[config.mk]
export PLATFORM = sky130hd
export DESIGN_NAME = voxel_cell_run_length_encoder_core_flat
export DESIGN_NICKNAME = d
export VERILOG_FILES = /design/src/hw/rtl/vcrle_pkg.sv /design/src/hw/rtl/vcrle_if.sv /design/src/hw/rtl/voxel_cell_run_length_encoder_core.sv /design/src/hw/rtl/vcrle_front.sv /design/src/hw/rtl/vcrle_fifo.sv /design/src/hw/rtl/vcrle_back.sv /design/src/flat_wrapper.sv
export SDC_FILE = /design/constraint.sdc
export NUM_CORES = 1
export LEC_CHECK = 0
export BUFFER_PORTS_ARGS = -buffer_cell sky130_fd_sc_hd__buf_2
export CAP_MARGIN = 20
export CORE_MARGIN = 2
export CORE_UTILIZATION = 30
export CTS_CLUSTER_SIZE = 40
export DETAILED_ROUTE_END_ITERATION = 16
export PLACE_DENSITY_LB_ADDON = 0.12
export REMOVE_ABC_BUFFERS = 1
export SYNTH_ARGS = -nofsm -noshare
export SYNTH_HDL_FRONTEND = slang
export SYNTH_SLANG_ARGS = --single-unit
export TNS_END_PERCENT = 100
[constraint.sdc]
create_clock -name clk_i -period 12.6 [get_ports clk_i]
set_clock_uncertainty 0.05 [all_clocks]
set_input_delay 2.52 -clock clk_i [delete_from_list [all_inputs] [get_ports clk_i]]
set_output_delay 2.52 -clock clk_i [all_outputs]
set_load 0.01 [all_outputs]
[src/hw/rtl/vcrle_pkg.sv]
// Shared types and constants of the voxel cell run-length encoder.
`timescale 1ns / 1ps
package vcrle_pkg;

  // Saturation limit of the cell and run counters.
  localparam logic [30:0] CountMax = 31'h7FFF_FFFF;

  // Depth of the queue between front and back; a power of two.
  localparam int unsigned QueueDepth = 4;

  // Register index decoded from paddr bit 2.
  localparam logic RegExpectedCells = 1'b0;

  // One voxel cell, filled byte on top as it is packed for comparison.
  typedef struct packed {
    logic [7:0] filled;
    logic [7:0] material;
    logic [7:0] red;
    logic [7:0] green;
    logic [7:0] blue;
    logic [7:0] alpha;
  } cell_t;

  // Input word: a cell and its end-of-map mark.
  typedef struct packed {
    logic [7:0] filled;
    logic [7:0] material;
    logic [7:0] red;
    logic [7:0] green;
    logic [7:0] blue;
    logic [7:0] alpha;
    logic       end_of_map;
  } cell_word_t;

  // Output word: one run.
  typedef struct packed {
    logic [31:0] run_length;
    logic [7:0]  run_filled;
    logic [7:0]  run_material;
    logic [7:0]  run_red;
    logic [7:0]  run_green;
    logic [7:0]  run_blue;
    logic [7:0]  run_alpha;
    logic        last_run;
    logic [30:0] total_runs;
    logic        size_error;
  } run_word_t;

  // A run as it travels through the queue.
  typedef struct packed {
    logic [31:0] length;
    cell_t       voxel;
  } run_t;

  // Everything one cell causes: an optional closed run and an optional final run.
  typedef struct packed {
    logic        has_a;
    run_t        run_a;
    logic        has_b;
    run_t        run_b;
    logic [30:0] total;
    logic        err;
  } rec_t;

endpackage

[src/hw/rtl/vcrle_if.sv]
// Valid/ready channel interfaces for cell words and run words.
`timescale 1ns / 1ps
interface vcrle_cell_if;
  import vcrle_pkg::*;
  logic       valid;
  logic       ready;
  cell_word_t data;
  modport source (output valid, output data, input ready);
  modport sink (input valid, input data, output ready);
endinterface

interface vcrle_run_if;
  import vcrle_pkg::*;
  logic      valid;
  logic      ready;
  run_word_t data;
  modport source (output valid, output data, input ready);
  modport sink (input valid, input data, output ready);
endinterface

[src/hw/rtl/voxel_cell_run_length_encoder_core.sv]
// Top level of the voxel cell run-length encoder with its register port.
//
//   channel   dir  handshake      word
//   cell_i    in   valid/ready    six cell bytes and end_of_map
//   run_o     out  valid/ready    run length, run bytes, last_run, totals
//   apb       in   psel/penable   expected_cells at byte address 0
//
// One cell is accepted per cycle while the queue has room; each run passes the queue and
// the back's record register. A cell that closes a run and ends the map gives two words.
// A four-record queue lets input and output stall on their own; cell_i.ready drops
// only when it is full. Reset clears the held run, the counters and the queue,
// and sets expected_cells to 1.
`timescale 1ns / 1ps
module voxel_cell_run_length_encoder_core #(
  parameter int unsigned RunLengthBits = 32
) (
  input  logic        clk_i,
  input  logic        rst_ni,
  vcrle_cell_if.sink  cell_i,
  vcrle_run_if.source run_o,
  input  logic        psel,
  input  logic        penable,
  input  logic        pwrite,
  input  logic [2:0]  paddr,
  input  logic [31:0] pwdata,
  output logic [31:0] prdata,
  output logic        pready
);
  import vcrle_pkg::*;

  logic [30:0] expected_q;
  logic        cfg_write;
  logic        push;
  logic        pop;
  logic        full;
  logic        empty;
  rec_t        rec_in;
  rec_t        rec_out;

  // Register port: always ready, one register.
  assign pready    = 1'b1;
  assign cfg_write = psel && penable && pwrite && pready && (paddr[2] == RegExpectedCells);
  assign prdata    = (paddr[2] == RegExpectedCells) ? {1'b0, expected_q} : '0;

  always_ff @(posedge clk_i or negedge rst_ni) begin
    if (!rst_ni) begin
      expected_q <= 31'd1;
    end else if (cfg_write) begin
      expected_q <= pwdata[30:0];
    end
  end

  vcrle_front #(
    .RunLengthBits (RunLengthBits)
  ) u_front (
    .clk_i            (clk_i),
    .rst_ni           (rst_ni),
    .cell_i           (cell_i),
    .expected_cells_i (expected_q),
    .full_i           (full),
    .push_o           (push),
    .rec_o            (rec_in)
  );

  vcrle_fifo u_fifo (
    .clk_i   (clk_i),
    .rst_ni  (rst_ni),
    .push_i  (push),
    .wdata_i (rec_in),
    .pop_i   (pop),
    .rdata_o (rec_out),
    .full_o  (full),
    .empty_o (empty)
  );

  vcrle_back u_back (
    .clk_i   (clk_i),
    .rst_ni  (rst_ni),
    .rec_i   (rec_out),
    .empty_i (empty),
    .pop_o   (pop),
    .run_o   (run_o)
  );

endmodule

[src/hw/rtl/vcrle_front.sv]
// Front part: accepts cells, tracks the held run and counters, builds queue records.
`timescale 1ns / 1ps
module vcrle_front #(
  parameter int unsigned RunLengthBits = 32
) (
  input  logic             clk_i,
  input  logic             rst_ni,
  vcrle_cell_if.sink       cell_i,
  input  logic [30:0]      expected_cells_i,
  input  logic             full_i,
  output logic             push_o,
  output vcrle_pkg::rec_t  rec_o
);
  import vcrle_pkg::*;

  localparam logic [RunLengthBits-1:0] LenMax = '1;
  localparam logic [RunLengthBits-1:0] LenOne = RunLengthBits'(1);

  cell_t                    held_cell_q, held_cell_d;
  logic [RunLengthBits-1:0] held_len_q, held_len_d;
  logic [30:0]              cells_q, cells_d;
  logic [30:0]              runs_q, runs_d;
  logic                     over_q, over_d;

  cell_t                    cell_in;
  logic                     accept;
  logic                     extend;
  logic                     close_a;
  logic [RunLengthBits-1:0] len_new;
  cell_t                    cell_new;
  logic [30:0]              cells_inc;
  logic [30:0]              runs_a;
  logic [30:0]              runs_b;
  logic                     over_new;

  assign cell_i.ready = !full_i;
  assign accept       = cell_i.valid && cell_i.ready;

  assign cell_in = '{filled: cell_i.data.filled, material: cell_i.data.material,
                     red: cell_i.data.red, green: cell_i.data.green,
                     blue: cell_i.data.blue, alpha: cell_i.data.alpha};

  // Cell counter saturates; a cell past the limit sets the sticky over-count bit.
  assign cells_inc = (cells_q == CountMax) ? cells_q : cells_q + 31'd1;
  assign over_new  = over_q || (cells_q == CountMax);

  // Merge the cell into the held run, or close the held run and start a new one.
  assign extend   = (held_len_q != '0) && (cell_in == held_cell_q) && (held_len_q != LenMax);
  assign close_a  = (held_len_q != '0) && !extend;
  assign len_new  = extend ? held_len_q + LenOne : LenOne;
  assign cell_new = extend ? held_cell_q : cell_in;

  // Run counter: one count for a closed run, one more for the final run.
  assign runs_a = (close_a && (runs_q != CountMax)) ? runs_q + 31'd1 : runs_q;
  assign runs_b = (runs_a != CountMax) ? runs_a + 31'd1 : runs_a;

  // Queue record for this cell.
  always_comb begin
    rec_o.has_a         = close_a;
    rec_o.run_a.length  = 32'(held_len_q);
    rec_o.run_a.voxel   = held_cell_q;
    rec_o.has_b         = cell_i.data.end_of_map;
    rec_o.run_b.length  = 32'(len_new);
    rec_o.run_b.voxel   = cell_new;
    rec_o.total         = runs_b;
    rec_o.err           = over_new || (cells_inc != expected_cells_i);
  end

  assign push_o = accept && (close_a || cell_i.data.end_of_map);

  // Next state; the end mark returns everything to the empty map.
  always_comb begin
    held_cell_d = held_cell_q;
    held_len_d  = held_len_q;
    cells_d     = cells_q;
    runs_d      = runs_q;
    over_d      = over_q;
    if (accept) begin
      if (cell_i.data.end_of_map) begin
        held_cell_d = '0;
        held_len_d  = '0;
        cells_d     = '0;
        runs_d      = '0;
        over_d      = 1'b0;
      end else begin
        held_cell_d = cell_new;
        held_len_d  = len_new;
        cells_d     = cells_inc;
        runs_d      = runs_a;
        over_d      = over_new;
      end
    end
  end

  always_ff @(posedge clk_i or negedge rst_ni) begin
    if (!rst_ni) begin
      held_cell_q <= '0;
      held_len_q  <= '0;
      cells_q     <= '0;
      runs_q      <= '0;
      over_q      <= 1'b0;
    end else begin
      held_cell_q <= held_cell_d;
      held_len_q  <= held_len_d;
      cells_q     <= cells_d;
      runs_q      <= runs_d;
      over_q      <= over_d;
    end
  end

`ifndef SYNTHESIS
  // A cell with the end mark leaves no run held.
  a_eom_clears: assert property (@(posedge clk_i) disable iff (!rst_ni)
    accept && cell_i.data.end_of_map |=> held_len_q == '0)
    else $error("held run survived the end of the map");

  // A cell without the end mark always leaves a run held.
  a_run_held: assert property (@(posedge clk_i) disable iff (!rst_ni)
    accept && !cell_i.data.end_of_map |=> held_len_q != '0)
    else $error("no run held after a cell");
`endif

endmodule

[src/hw/rtl/vcrle_fifo.sv]
// Short queue of run records between the front and the back.
`timescale 1ns / 1ps
module vcrle_fifo (
  input  logic            clk_i,
  input  logic            rst_ni,
  input  logic            push_i,
  input  vcrle_pkg::rec_t wdata_i,
  input  logic            pop_i,
  output vcrle_pkg::rec_t rdata_o,
  output logic            full_o,
  output logic            empty_o
);
  import vcrle_pkg::*;

  localparam int unsigned PtrW = $clog2(QueueDepth);
  localparam int unsigned CntW = $clog2(QueueDepth + 1);

  rec_t            mem_q [QueueDepth];
  logic [PtrW-1:0] wr_ptr_q, rd_ptr_q;
  logic [CntW-1:0] count_q;

  assign full_o  = (count_q == CntW'(QueueDepth));
  assign empty_o = (count_q == '0);
  assign rdata_o = mem_q[rd_ptr_q];

  // Storage needs no reset; only occupied entries are read.
  always_ff @(posedge clk_i) begin
    if (push_i) begin
      mem_q[wr_ptr_q] <= wdata_i;
    end
  end

  always_ff @(posedge clk_i or negedge rst_ni) begin
    if (!rst_ni) begin
      wr_ptr_q <= '0;
      rd_ptr_q <= '0;
      count_q  <= '0;
    end else begin
      if (push_i) begin
        wr_ptr_q <= wr_ptr_q + PtrW'(1);
      end
      if (pop_i) begin
        rd_ptr_q <= rd_ptr_q + PtrW'(1);
      end
      if (push_i && !pop_i) begin
        count_q <= count_q + CntW'(1);
      end else if (pop_i && !push_i) begin
        count_q <= count_q - CntW'(1);
      end
    end
  end

`ifndef SYNTHESIS
  // The back never takes a record that is not there.
  a_no_underflow: assert property (@(posedge clk_i) disable iff (!rst_ni)
    pop_i |-> !empty_o)
    else $error("pop from an empty queue");

  // A record pushed without a pop is visible in the next cycle.
  a_push_seen: assert property (@(posedge clk_i) disable iff (!rst_ni)
    push_i && !pop_i |=> !empty_o)
    else $error("pushed record lost");
`endif

endmodule

[src/hw/rtl/vcrle_back.sv]
// Back part: takes records from the queue and sends their runs one word at a time.
`timescale 1ns / 1ps
module vcrle_back (
  input  logic            clk_i,
  input  logic            rst_ni,
  input  vcrle_pkg::rec_t rec_i,
  input  logic            empty_i,
  output logic            pop_o,
  vcrle_run_if.source     run_o
);
  import vcrle_pkg::*;

  rec_t rec_q, rec_d;
  logic a_pend_q, a_pend_d;
  logic b_pend_q, b_pend_d;
  logic busy;
  logic sent;
  logic done;

  assign busy = a_pend_q || b_pend_q;
  assign sent = run_o.valid && run_o.ready;
  // The held record is finished when its only remaining word goes out.
  assign done = sent && !(a_pend_q && b_pend_q);
  assign pop_o = !empty_i && (!busy || done);

  // Load a new record or retire the word just sent.
  always_comb begin
    rec_d    = rec_q;
    a_pend_d = a_pend_q;
    b_pend_d = b_pend_q;
    if (pop_o) begin
      rec_d    = rec_i;
      a_pend_d = rec_i.has_a;
      b_pend_d = rec_i.has_b;
    end else if (sent) begin
      if (a_pend_q) begin
        a_pend_d = 1'b0;
      end else begin
        b_pend_d = 1'b0;
      end
    end
  end

  always_ff @(posedge clk_i) begin
    rec_q <= rec_d;
  end

  always_ff @(posedge clk_i or negedge rst_ni) begin
    if (!rst_ni) begin
      a_pend_q <= 1'b0;
      b_pend_q <= 1'b0;
    end else begin
      a_pend_q <= a_pend_d;
      b_pend_q <= b_pend_d;
    end
  end

  // The closed run goes first; the final run carries the map totals.
  always_comb begin
    run_o.valid = busy;
    if (a_pend_q) begin
      run_o.data.run_length   = rec_q.run_a.length;
      run_o.data.run_filled   = rec_q.run_a.voxel.filled;
      run_o.data.run_material = rec_q.run_a.voxel.material;
      run_o.data.run_red      = rec_q.run_a.voxel.red;
      run_o.data.run_green    = rec_q.run_a.voxel.green;
      run_o.data.run_blue     = rec_q.run_a.voxel.blue;
      run_o.data.run_alpha    = rec_q.run_a.voxel.alpha;
      run_o.data.last_run     = 1'b0;
      run_o.data.total_runs   = '0;
      run_o.data.size_error   = 1'b0;
    end else begin
      run_o.data.run_length   = rec_q.run_b.length;
      run_o.data.run_filled   = rec_q.run_b.voxel.filled;
      run_o.data.run_material = rec_q.run_b.voxel.material;
      run_o.data.run_red      = rec_q.run_b.voxel.red;
      run_o.data.run_green    = rec_q.run_b.voxel.green;
      run_o.data.run_blue     = rec_q.run_b.voxel.blue;
      run_o.data.run_alpha    = rec_q.run_b.voxel.alpha;
      run_o.data.last_run     = 1'b1;
      run_o.data.total_runs   = rec_q.total;
      run_o.data.size_error   = rec_q.err;
    end
  end

`ifndef SYNTHESIS
  // A record of two runs sends the closed run and keeps the final run pending.
  a_two_runs: assert property (@(posedge clk_i) disable iff (!rst_ni)
    sent && a_pend_q && b_pend_q |=> !a_pend_q && b_pend_q)
    else $error("final run dropped after closed run");
`endif

endmodule
[src/flat_wrapper.sv]
// flat-port wrapper written by rule: the top's interface ports become plain ports
module voxel_cell_run_length_encoder_core_flat import vcrle_pkg::*;
#(
  parameter int unsigned RunLengthBits = 32
)
  (clk_i, rst_ni, psel, penable, pwrite, paddr, pwdata, prdata, pready, cell_i_valid, cell_i_data, cell_i_ready, run_o_valid, run_o_data, run_o_ready);
  vcrle_cell_if cell_i_i ();
  vcrle_run_if run_o_i ();
  input  logic clk_i;
  input  logic rst_ni;
  input  logic psel;
  input  logic penable;
  input  logic pwrite;
  input  logic [2:0] paddr;
  input  logic [31:0] pwdata;
  output logic [31:0] prdata;
  output logic pready;
  input wire logic [$bits(cell_i_i.valid)-1:0] cell_i_valid;
  input wire logic [$bits(cell_i_i.data)-1:0] cell_i_data;
  output wire logic [$bits(cell_i_i.ready)-1:0] cell_i_ready;
  output wire logic [$bits(run_o_i.valid)-1:0] run_o_valid;
  output wire logic [$bits(run_o_i.data)-1:0] run_o_data;
  input wire logic [$bits(run_o_i.ready)-1:0] run_o_ready;
  assign cell_i_i.valid = cell_i_valid;
  assign cell_i_i.data = cell_i_data;
  assign cell_i_ready = cell_i_i.ready;
  assign run_o_valid = run_o_i.valid;
  assign run_o_data = run_o_i.data;
  assign run_o_i.ready = run_o_ready;
  voxel_cell_run_length_encoder_core #(.RunLengthBits(RunLengthBits)) u_core (.clk_i(clk_i), .rst_ni(rst_ni), .cell_i(cell_i_i), .run_o(run_o_i), .psel(psel), .penable(penable), .pwrite(pwrite), .paddr(paddr), .pwdata(pwdata), .prdata(prdata), .pready(pready));
endmodule
Word level (Yosys, flattened, before mapping)
Memories as Yosys holds them, arrays and structs flattened.
Index checks and enable logic that the tools add are counted.
{"block": "totals", "ram_bits": 776, "ff_bits": 375, "output_inout_bits": 148, "wordCells": 103, "memories": 1}
{"memory": "u_core.u_fifo.mem_q", "words": 4, "word_bits": 194, "rd": 1, "rd_ports_with_merged_regs": 0, "write_ports": 1, "line": "vcrle_fifo.sv:18", "text": "rec_t mem_q [QueueDepth];"}
{"block": "op_classes", "eq_ne": 8, "muxes": 21, "reduce_logical": 32, "bitwise": 1, "n_addsub": 8}
{"op": "two-way mux 31 bit", "count": 6}
{"op": "two-way mux 113 bit", "count": 1}
{"op": "two-way mux 48 bit", "count": 2}
{"op": "adder 31 x 1 -> 31 bit, second input constant", "count": 3}
{"op": "two-way mux 32 bit", "count": 2}
{"op": "inequality test 31 bit, second input constant", "count": 2}
{"op": "== test 48 bit", "count": 1}
{"op": "adder 32 x 1 -> 32 bit, second input constant", "count": 1}
{"op": "inequality test 32 bit, second input constant", "count": 1}
{"op": "nonzero test 32 bit", "count": 1}
{"op": "== test 31 bit, second input constant", "count": 1}
{"op": "inequality test 31 bit", "count": 1}
{"op": "logical AND 1 bit", "count": 15}
{"op": "two-way mux 1 bit", "count": 8}
{"op": "zero test 1 bit", "count": 7}
{"op": "two-way mux 3 bit", "count": 2}
{"op": "logical OR 1 bit", "count": 5}
{"op": "adder 2 x 1 -> 2 bit, second input constant", "count": 2}
{"op": "nonzero test 2 bit", "count": 2}
{"op": "adder 3 x 1 -> 3 bit, second input constant", "count": 1}
{"op": "== test 3 bit, second input constant", "count": 1}
{"op": "zero test 3 bit", "count": 1}
{"op": "subtractor 3 x 1 -> 3 bit, second input constant", "count": 1}
{"op": "inequality test 2 bit, second input constant", "count": 1}
{"op": "2 further kinds", "count": 2}

Longest topological paths before layout
Gate-level depths: netlist of run 1.
{"block": "logic_depth", "word_depth": 11, "depth_mapped": 16, "ltp_nobuf": 14}

Cells and area by module
A second synthesis of run 1 with hierarchy kept.
{"block": "hier_totals", "cells_unflattened": 2861, "area_unflattened_um2": 47808.4}
{"mod": "vcrle_fifo", "area_each_um2": 28476.1, "n_inst": 1, "cells_per_inst": 1048}
{"mod": "vcrle_front", "area_each_um2": 10724.0, "n_inst": 1, "cells_per_inst": 1378}
{"mod": "vcrle_back", "area_each_um2": 7084.3, "n_inst": 1, "cells_per_inst": 331}
{"mod": "voxel_cell_run_length_encoder_core", "area_each_um2": 1524.0, "n_inst": 1, "cells_per_inst": 104}

Least setup slack after synthesis of run 1
OpenSTA, ideal clock, no wires.
{"block": "synth_path", "kind": "input to register", "start": "input port cell_i_data[25]", "end": "memory u_core.u_fifo.mem_q[0][0] (netlist bit), enable pin", "arrival_ns": 8.348, "setup_slack_ns": 3.624, "cell_stages": 9, "setup_time_ns": 0.578, "cell_sequence": "xnor2_1 -> nand4_1 -> nor4_1 -> and3_1 -> clkbuf_1 -> a21oi_1 -> nor2_1 -> nor2_1 -> and2_1"}
{"item": "start, declared", "line": "flat_wrapper.sv:19", "text": "input wire logic [$bits(cell_i_i.data)-1:0] cell_i_data;"}
{"item": "end, declared", "line": "vcrle_fifo.sv:18"}

==> flow_metrics.tcl, run 1 <==
set metrics [dict create \
    status "complete, no violations" \
    vdd_drop_max_mv 0.1936 \
    min_path_type "reg2reg" \
    total_power_mw 12.50 \
    grt_pass1_wl_um 176100 \
    relSlewSlack_pct 26.88 \
    cts_buffer_depth 3 \
    dp_hpwl_um 66060 \
    yosysSeqAreaShare_pct 71.00 \
    critPathLaunchType "input pin" \
    crit_type "in2reg" \
    design_area_um2 55270 \
    viasPerCell 4.877 \
    synth-seq-cells 1151 \
    antenna_found_initial 7 \
    cp.depth 13 \
    core_area_um2 156600 \
    reg2reg_depth 10 \
    wl_per_cell_um 22.26 \
    maxCapViolations 0 \
    dieWidth_um 401.5 \
    crit_buf_inv 2 \
    syn_area_um2 47400 \
    clk_latency_ns 0.75 \
    fillers 14880 \
    nets 3183 \
    synth_edf_count 968 \
    clk_root_buffer_cell "clkbuf_16" \
    synth_flop_cell "edfxtp_1" \
    drt_first_pass_iters 6 \
    synthCells 2885 \
    pin_count 239 \
    crit_top_cell "nand4_1" \
    grt_remaining_overflow 0 \
    drt-initial-drc-count 1631 \
    postCtsHoldBufs 0 \
    grt_use_total_pct 14.50 \
    dr_total_vias 25630 \
    hold_violations 0 \
    syn_area_per_cell_um2 16.43 \
    ys_async_sr_fraction_pct 15.90 \
    crit_path_max_fanout 19 \
    ys_types 82 \
    cts_tree "yes" \
    period_share_pct 55.75 \
    tightest_slew_ns 1.087 \
    grt_pass1_vias 27510 \
    cp-end-kind "flop" \
    max_stage_delay_ns 0.91 \
    rsz0062_at_grt "false" \
    final.setup.tns_ns 0 \
    fmax_mhz 142.4 \
    htree_num_levels 4 \
    cts.sinks 1151 \
    path_delay_family "simple AND/OR/NAND/NOR gates" \
    final_max_slew_viol_count 0 \
    cp.arrival_ns 7.45 \
    grt_max_degree 123 \
    p_leak_nw 19.04 \
    die-area_um2 161200 \
    cts.repair.resized 0 \
    rows 145 \
    area_growth_syn_to_layout_pct 16.62 \
    path_cells "buf_2 -> xnor2_1 -> nand4_1 -> nor4_1 -> and3_1 -> a21oi_2 -> buf_4 -> mux2i_1 -> nor2_1 -> and4_1 -> a31oi_4 -> nand4_1 -> a22oi_1" \
    routed_wirelength_um 117000 \
    gp_congestion 0.8061 \
    setup_viol_count_final 0 \
    initial_core_util_pct 30.27 \
    ant_nets 0 \
    cts_buffers 135 \
    drc 0 \
    placedInstanceArea_um2 50690 \
    crit_slowest_cell "and3_1" \
    holdPathStages 1 \
    port_buffers 233 \
    crit_required_ns 13.03 \
    power_density_nw_per_um2 226.1 \
    yosys_warnings 0 \
    drive_gt1_share_pct 25.28 \
    min_period_ns 7.025 \
    cts_setup_buffers 0 \
    clk_pin_slew_ns 0.06 \
    die_height_um 401.5 \
]
flip-flops by register name, summed over array words and instances, names as in the netlist:
signal                     flops
u_core.u_front.rec_o          48
u_core.u_front.held_len_q     32
u_core.u_front.runs_q         31
u_core.expected_q             31
u_core.u_back.rec_q          192
u_core.u_fifo.count_q          3
u_core.u_fifo.wr_ptr_q         2
u_core.u_front.over_q          1
u_core.u_fifo.rd_ptr_q         2
u_core.u_back.b_pend_q         1
u_core.u_back.a_pend_q         1
u_core.u_fifo.mem_q          776
u_core.u_front.cells_q        31
worst paths after layout:
check / startpoint / to / slack [ns]
worst max-delay path: cell_i_data[43] / u_core.u_fifo.mem_q[3][13]$_DFFE_PP_ / 5.58
worst min-delay path: u_core.u_fifo.count_q[2]$_DFFE_PN0P_ / u_core.u_fifo.count_q[2]$_DFFE_PN0P_ / 0.49
worst max register to register: u_core.u_front.held_len_q[16]$_DFFE_PN0P_ / u_core.u_fifo.mem_q[3][96]$_DFFE_PP_ / 6.62
worst min register to register: u_core.u_fifo.count_q[2]$_DFFE_PN0P_ / u_core.u_fifo.count_q[2]$_DFFE_PN0P_ / 0.49
max in group asynchronous: rst_ni / u_core.u_fifo.rd_ptr_q[1]$_DFFE_PN0P_ / 9.22
min in group asynchronous: rst_ni / u_core.expected_q[22]$_DFFE_PN0P_ / 1.71
cell families after synthesis:
| kind of cell | Yosys count | share of synthesized area (%) |
|---|---|---|
| AO/OA/AOI/OAI | 313 | 4.055 |
| buffers and inverters | 230 | 1.930 |
| AND/OR/NAND/NOR | 677 | 7.159 |
| multiplexers | 323 | 12.24 |
| flip-flops | 1151 | 71.00 |
| adder cells (fa/ha/maj) | 10 | 0.2798 |
| other | 2 | 0.01585 |
| XOR/XNOR | 179 | 3.324 |
routing by layer:
metal,vias up,part of all wire (%),global-route usage (%)
met2,601,50,25.01
li1,11500,-,-
met4,4,2.1,4.138
met1,13340,43,18.22
met5,-,0.018,0
met3,185,4.8,3.187
synth_stat cells (all sizes together) (3+ instances only):
cell type | count | area (um2)
edfxtp | 968 | 29070
nand2 | 254 | 953.4
mux4 | 194 | 4369
dfrtp | 182 | 4554
clkbuf | 150 | 563.0
o21ai | 144 | 720.7
xnor2 | 131 | 1155
mux2 | 113 | 1272
nor2 | 101 | 381.6
a21oi | 66 | 345.3
nor2b | 66 | 412.9
buf | 57 | 265.3
xor2 | 48 | 420.4
nand3 | 47 | 235.2
nand4 | 46 | 300.3
nor3 | 44 | 220.2
nor4 | 29 | 224.0
and3 | 28 | 180.2
inv | 23 | 86.33
and2 | 18 | 112.6
mux2i | 16 | 160.2
and4 | 14 | 122.6
a211oi | 13 | 130.1
a22o | 13 | 113.9
o31ai | 13 | 97.59
a31oi | 11 | 83.83
o22ai | 11 | 68.82
ha | 9 | 112.6
a22oi | 6 | 50.05
nand4b | 6 | 52.55
a2111oi | 5 | 50.04
a21o | 5 | 37.54
or2 | 5 | 31.28
a21boi | 4 | 30.03
nand2b | 4 | 25.02
nor4b | 4 | 50.05
or3 | 3 | 18.77
power breakdown:
group | total (mW) | switching [mW] | internal (mW)
Sequential | 5.57 | 0.366 | 5.21
Combinational | 2.94 | 1.74 | 1.20
Clock | 3.98 | 1.58 | 2.40
metrics by stage:
step | setup WS (ns) | hold WS, ns | cells | utilization [%]
CTS | 5.481 | 0.4921 | 5254 | 35.30
global route | 5.088 | 0.5118 | 5254 | 35.30
detailed placement | 4.679 | 0.4692 | 5003 | 32.38
finish | 5.575 | 0.4876 | 5255 | 35.30
floorplan | 1.693 | 0.4129 | 2678 | -
global placement | 4.718 | 0.4298 | 5002 | 32.37
placed cells by master, fill, tap and decap left out, types with 47 or more instances in the layout:
cell	count
a21oi_1	64
buf_2	232
clkbuf_16	139
dfrtp_1	179
edfxtp_1	968
mux2_2	113
mux4_2	194
nand2_1	253
nand3_1	47
nor2_1	100
nor2b_1	66
o21ai_0	142
xnor2_1	130
xor2_1	48
layout make-up:
class | count | area, um2 | area share, %
tap | 2058 | 2575 | 4.659
timing repair buffer | 267 | 1510 | 2.732
antenna | 1 | 2.502 | 0.004527
clock buffer | 179 | 3719 | 6.727
multi-input combinational | 1504 | 12850 | 23.25
inverter | 23 | 95.09 | 0.1720
sequential | 1151 | 33660 | 60.90
clock inverter | 72 | 862.1 | 1.560
No activity file was read; power rests on OpenSTA's default activity.
==> run 2: changes to the inputs <==
==> constraint.sdc (replaced) <==
create_clock -name clk_i -period 5.7 [get_ports clk_i]
set_clock_uncertainty 0.05 [all_clocks]
set_input_delay 1.14 -clock clk_i [delete_from_list [all_inputs] [get_ports clk_i]]
set_output_delay 1.14 -clock clk_i [all_outputs]
set_load 0.01 [all_outputs]
==> run 2 against run 1 <==
  * Critical path depth down 2
  * Worst setup slack worse by 4.9 ns
  * Final cell count increased by 1.1%
  * Utilization increased by 0.39 points
  * Sequential cell count unchanged
  * Wire length rose by 1.2%
==> flow_metrics.tcl, run 2 (synthesis results as in run 1) <==
set metrics [dict create \
    min_path_type "in2async" \
    rsz0062_at_grt "false" \
    reg2reg_depth 11 \
    cts_setup_buffers 0 \
    p_clk_share_pct 31.5 \
    p_leak_nw 19.36 \
    wl_per_cell_um 22.29 \
    finalWorstSetupSlack_ns 0.7251 \
    ant_nets 0 \
    critPathLaunchType "flop" \
    vdd_drop_max_mv 0.4592 \
    min_period_ns 4.975 \
    period_share_pct 87.28 \
    cts.sinks 1151 \
    relSlewSlack_pct 28.18 \
    core_area_um2 156600 \
    fmax_mhz 201.0 \
    dr_total_vias 25670 \
    status "complete, no violations" \
    clk_latency_ns 0.76 \
    dieWidth_um 401.5 \
    clk_root_buffer_cell "clkbuf_16" \
    grt_pass1_vias 27840 \
    pre_cts_ws_ns 0.2238 \
    cts_tree "yes" \
    cp.arrival_ns 5.34 \
    largest_register_ffs 776 \
    setup_viol_count_final 0 \
    pin_count 239 \
    tightest_slew_ns 1.077 \
    power.internal_mw 19.49 \
    die_height_um 401.5 \
    seqPwrFrac_pct 44.6 \
    nets 3239 \
    cts_buffers 136 \
    grt_max_degree 105 \
    gp_congestion 0.8339 \
    postCtsHoldBufs 0 \
    hold_violations 0 \
    p_sw_mw 8.178 \
    crit_path_max_fanout 39 \
    final_cell_mix "edfxtp_1 (968), nand2_1 (253), buf_2 (232)" \
    grt_pass1_wl_um 179500 \
    clk_pin_slew_ns 0.06 \
    drc 0 \
    crit_type "reg2reg" \
    total_power_mw 27.67 \
    cp-end-kind "flop" \
    final_max_slew_viol_count 0 \
    comb_power_share_pct 24.0 \
    viasPerCell 4.832 \
    htree_num_levels 4 \
    cts_buffer_depth 3 \
    grt_remaining_overflow 0 \
    drive_gt1_share_pct 26.49 \
    initial_core_util_pct 30.27 \
    dp_hpwl_um 69380 \
    cts.repair.resized 0 \
    drt-initial-drc-count 1699 \
    layout_commonest_cell "edfxtp_1" \
    whs_ns 0.2729 \
    maxCapViolations 0 \
    grt_use_total_pct 14.78 \
    rows 145 \
    top_register "u_core.u_fifo.mem_q" \
    antenna_found_initial 8 \
    crit_required_ns 6.07 \
    switching_share_pct 29.55 \
    routed_wirelength_um 118400 \
    drt_first_pass_iters 5 \
    port_buffers 233 \
    die-area_um2 161200 \
    area_growth_syn_to_layout_pct 17.90 \
    power_density_nw_per_um2 495.2 \
]
==> run 2: metrics by stage <==
stage	utilization, %	std cells	TNS (ns)	area, um2
after floorplan	-	2678	-3661.99	46570
after global placement	32.77	5057	0	51310
after detailed placement	32.77	5057	0	51310
after CTS	35.66	5307	0	55840
after global routing	35.68	5308	0	55870
final	35.69	5312	0	55880
==> run 2: path summary, 6_finish.rpt <==
path / start / to / slack, ns
setup / recovery: u_core.u_front.held_len_q[1]$_DFFE_PN0P_ / u_core.u_fifo.mem_q[2][128]$_DFFE_PP_ / 0.73
hold / removal: rst_ni / u_core.u_front.runs_q[9]$_DFFE_PN0P_ / 0.27
setup reg to reg: u_core.u_front.held_len_q[1]$_DFFE_PN0P_ / u_core.u_fifo.mem_q[2][128]$_DFFE_PP_ / 0.73
hold reg to reg: u_core.u_fifo.count_q[2]$_DFFE_PN0P_ / u_core.u_fifo.count_q[2]$_DFFE_PN0P_ / 0.46
max in group asynchronous: rst_ni / u_core.expected_q[0]$_DFFE_PN1P_ / 4.27
min in group clk_i: u_core.u_fifo.count_q[2]$_DFFE_PN0P_ / u_core.u_fifo.count_q[2]$_DFFE_PN0P_ / 0.46
==> run 2: layout make-up <==
type / instances / area, um2
fillers: 14770 / 100700
flip-flops and latches: 1151 / 33660
multi-input cells: 1504 / 12850
clock buffers: 191 / 3775
well taps: 2058 / 2575
repair buffers: 322 / 2152
clock inverters: 59 / 759.5
inverters: 23 / 95.09
diodes: 4 / 10.01
==> run 2: worst max-delay path, stage by stage (launching register included) <==
cell and delay, ns:
dfrtp_1 0.55, ha_1 0.31, and3_1 0.27, and3_1 0.29, nand4_1 0.24, or2_1 0.30, a21oi_1 0.66, buf_4 0.29
nor2_1 0.05, nor2_1 0.48, and2_4 0.71, buf_12 0.36
==> run 2: power by group through the flow <==
stage,registers [mW],logic [mW],clock network [mW]
finish,12.3,6.63,8.71
global route,12.5,7.28,9.30
CTS,12.4,6.97,9.01
detailed placement,12.5,6.95,0
global placement,12.4,6.90,0
floorplan,12.8,4.20,0
==> run 2: layer usage <==
layer | wire length (um) | up-vias | track usage (%)
li1 | - | 11620 | -
met1 | 51090 | 13340 | 18.77
met2 | 59560 | 544 | 25.45
met3 | 5351 | 163 | 2.964
met4 | 2381 | 6 | 4.350
met5 | 34 | - | 0
==> run 3: changes to the inputs <==
--- a/config.mk
+++ b/config.mk
@@ -9,10 +9,10 @@
 export CAP_MARGIN = 20
 export CORE_MARGIN = 2
 export CORE_UTILIZATION = 30
+export CTS_BUF_LIST = sky130_fd_sc_hd__clkbuf_8
 export CTS_CLUSTER_SIZE = 40
 export DETAILED_ROUTE_END_ITERATION = 16
 export PLACE_DENSITY_LB_ADDON = 0.12
-export REMOVE_ABC_BUFFERS = 1
 export SYNTH_ARGS = -nofsm -noshare
 export SYNTH_HDL_FRONTEND = slang
 export SYNTH_SLANG_ARGS = --single-unit
==> run 3 against run 2 <==
  * Sequential share of layout area hardly changed
  * Global-route usage increased by 0.45 points
  * Count of clock-buffer cells in the layout rose by 29
  * Critical path type unchanged
  * Critical endpoint is now u_core.u_fifo.mem_q[0][29]$_DFFE_PP_
==> flow_metrics.tcl, run 3 (synthesis results as in run 1) <==
set metrics [dict create \
    status "complete, no violations" \
    dp_cells 5108 \
    setup_viol_count_final 0 \
    timing.rr.start "u_core.u_front.held_len_q[0]$_DFFE_PN0P_" \
    reg2reg_depth 16 \
    power_density_nw_per_um2 479.8 \
    clk_root_buffer_cell "clkbuf_8" \
    final.setup.tns_ns 0 \
    crit_required_ns 6.43 \
    drt-initial-drc-count 1622 \
    grt_max_degree 181 \
    min_period_ns 5.171 \
    wl_per_cell_um 22.46 \
    r2r_end "u_core.u_fifo.mem_q[0][29]$_DFFE_PP_" \
    dr_total_vias 26540 \
    layout_commonest_cell "edfxtp_1" \
    final_cell_mix "edfxtp_1 (968), nand2_1 (253), buf_2 (232)" \
    cts_buffer_depth 3 \
    gp_congestion 0.8301 \
    htree_num_levels 4 \
    area_growth_syn_to_layout_pct 17.83 \
    clk_pin_slew_ns 0.06 \
    min_path_type "in2reg" \
    critPathLaunchType "flop" \
    drt_first_pass_iters 5 \
    largest_register_ffs 776 \
    relSlewSlack_pct 30.72 \
    antenna_found_initial 16 \
    rows 145 \
    cts_setup_buffers 0 \
    routed-wl-met3_um 5708 \
    routed_wirelength_um 123400 \
    cts_tree "yes" \
    min_to "u_core.u_back.a_pend_q$_DFFE_PN0P_" \
    top_register "u_core.u_fifo.mem_q" \
    layout.cells.non_filler 5493 \
    drt-met1-wl_um 53160 \
    tightest_slew_ns 1.039 \
    ant_nets 0 \
    maxCapViolations 0 \
    final_max_slew_viol_count 0 \
    pin_count 239 \
    highest_layer "met5" \
    crit_path_max_fanout 12 \
    holdPathStages 2 \
    pre_cts_ws_ns 0.1236 \
    rsz0062_at_grt "false" \
    vdd_drop_max_mv 0.4020 \
    cp.arrival_ns 5.90 \
    cp-end-kind "flop" \
    period_share_pct 90.72 \
    grt_use_total_pct 15.23 \
    die_height_um 401.5 \
    p_leak_nw 19.78 \
    cts_buffers 201 \
    die-area_um2 161200 \
    wl_met2_um 61210 \
    postSynthNetCount 2986 \
    cts.sinks 1151 \
    grt_pass1_vias 28450 \
    hold_violations 0 \
    initial_core_util_pct 30.27 \
    clk_latency_ns 0.93 \
    core_area_um2 156600 \
    drive_gt1_share_pct 28.95 \
    dp_hpwl_um 73510 \
    utilization_pct 35.67 \
    grt_remaining_overflow 0 \
    fmax_mhz 193.4 \
    nets 3355 \
    total_power_mw 26.79 \
    r2r_slack_ns 0.53 \
    grt_pass1_wl_um 183800 \
    dieWidth_um 401.5 \
    hold_start "run_o_ready" \
    crit_type "reg2reg" \
    drc 0 \
    finalWorstSetupSlack_ns 0.5290 \
    port_buffers 233 \
    viasPerCell 4.832 \
]
## run 3: changes by cell type in the layout (fill, tap and decap cells not counted), moves of 5 or more
cell / change
clkbuf_1: -43
inv_12: +5
clkbuf_16: -140
inv_1: +70
clkinv_1: +23
clkbuf_8: +212
buf_4: +49
clkinv_2: +9
## run 3: cell type report
type / instances / area [um2]
clock buffer: 220 / 3028
clock inverter: 162 / 1094
sequential: 1151 / 33660
tap: 2058 / 2575
inverter: 23 / 90.09
timing repair buffer: 373 / 2542
fill: 14910 / 100700
antenna: 2 / 5.005
multi-input combinational: 1504 / 12850
## run 3: how the worst max path moves through the flow
stage                                                        start  slack (ns)                              endpoint
after floorplan                                    cell_i_data[25]        0.26   u_core.u_fifo.mem_q[0][0]$_DFFE_PP_
after global placement                             cell_i_data[39]        0.10  u_core.u_fifo.mem_q[2][29]$_DFFE_PP_
after detailed placement                           cell_i_data[39]        0.12  u_core.u_fifo.mem_q[2][29]$_DFFE_PP_
after CTS                 u_core.u_front.held_len_q[0]$_DFFE_PN0P_        0.53  u_core.u_fifo.mem_q[1][29]$_DFFE_PP_
after global routing      u_core.u_front.held_len_q[0]$_DFFE_PN0P_        0.27  u_core.u_fifo.mem_q[2][29]$_DFFE_PP_
final                     u_core.u_front.held_len_q[0]$_DFFE_PN0P_        0.53  u_core.u_fifo.mem_q[0][29]$_DFFE_PP_
## run 3: worst max-delay path: stages (launching register included)
cell       delay [ns]
dfrtp_1          0.50
ha_1             0.32
and3_1           0.29
and3_1           0.34
nand4_1          0.25
or2_1            0.35
buf_4            0.23
a2111oi_2        0.49
xnor2_1          0.20
nand4_1          0.25
buf_4            0.22
nor2_2           0.28
buf_4            0.19
a211oi_4         0.08
nand3b_1         0.16
a21boi_0         0.61
buf_4            0.24
## run 3: stage by stage
| step | hold WS (ns) | instance area (um2) |
|---|---|---|
| CTS | 0.2495 | 55840 |
| global placement | 0.4339 | 51710 |
| floorplan | 0.4129 | 47400 |
| finish | 0.3843 | 55850 |
| global route | 0.3066 | 55850 |
| detailed placement | 0.4562 | 51710 |
## run 3: power by group
part,total [mW],switching [mW],internal (mW),leakage [nW]
Sequential,12.3,0.853,11.5,11.8
Clock,7.66,3.55,4.11,2.36
Combinational,6.79,3.93,2.87,5.65
## run 3: per-layer routing
layer  vias up  track usage (%)
met2       715            26.02
met3       245            3.031
met1     13690            19.32
li1      11890                -
met5         -                0
met4        10            4.985
## run 3: timing repair
action                                  CTS  global route
endpoints found under the setup margin    0             0
hold endpoints to repair                 36             0
hold buffers                              1             0
gates resized for setup                   0             0
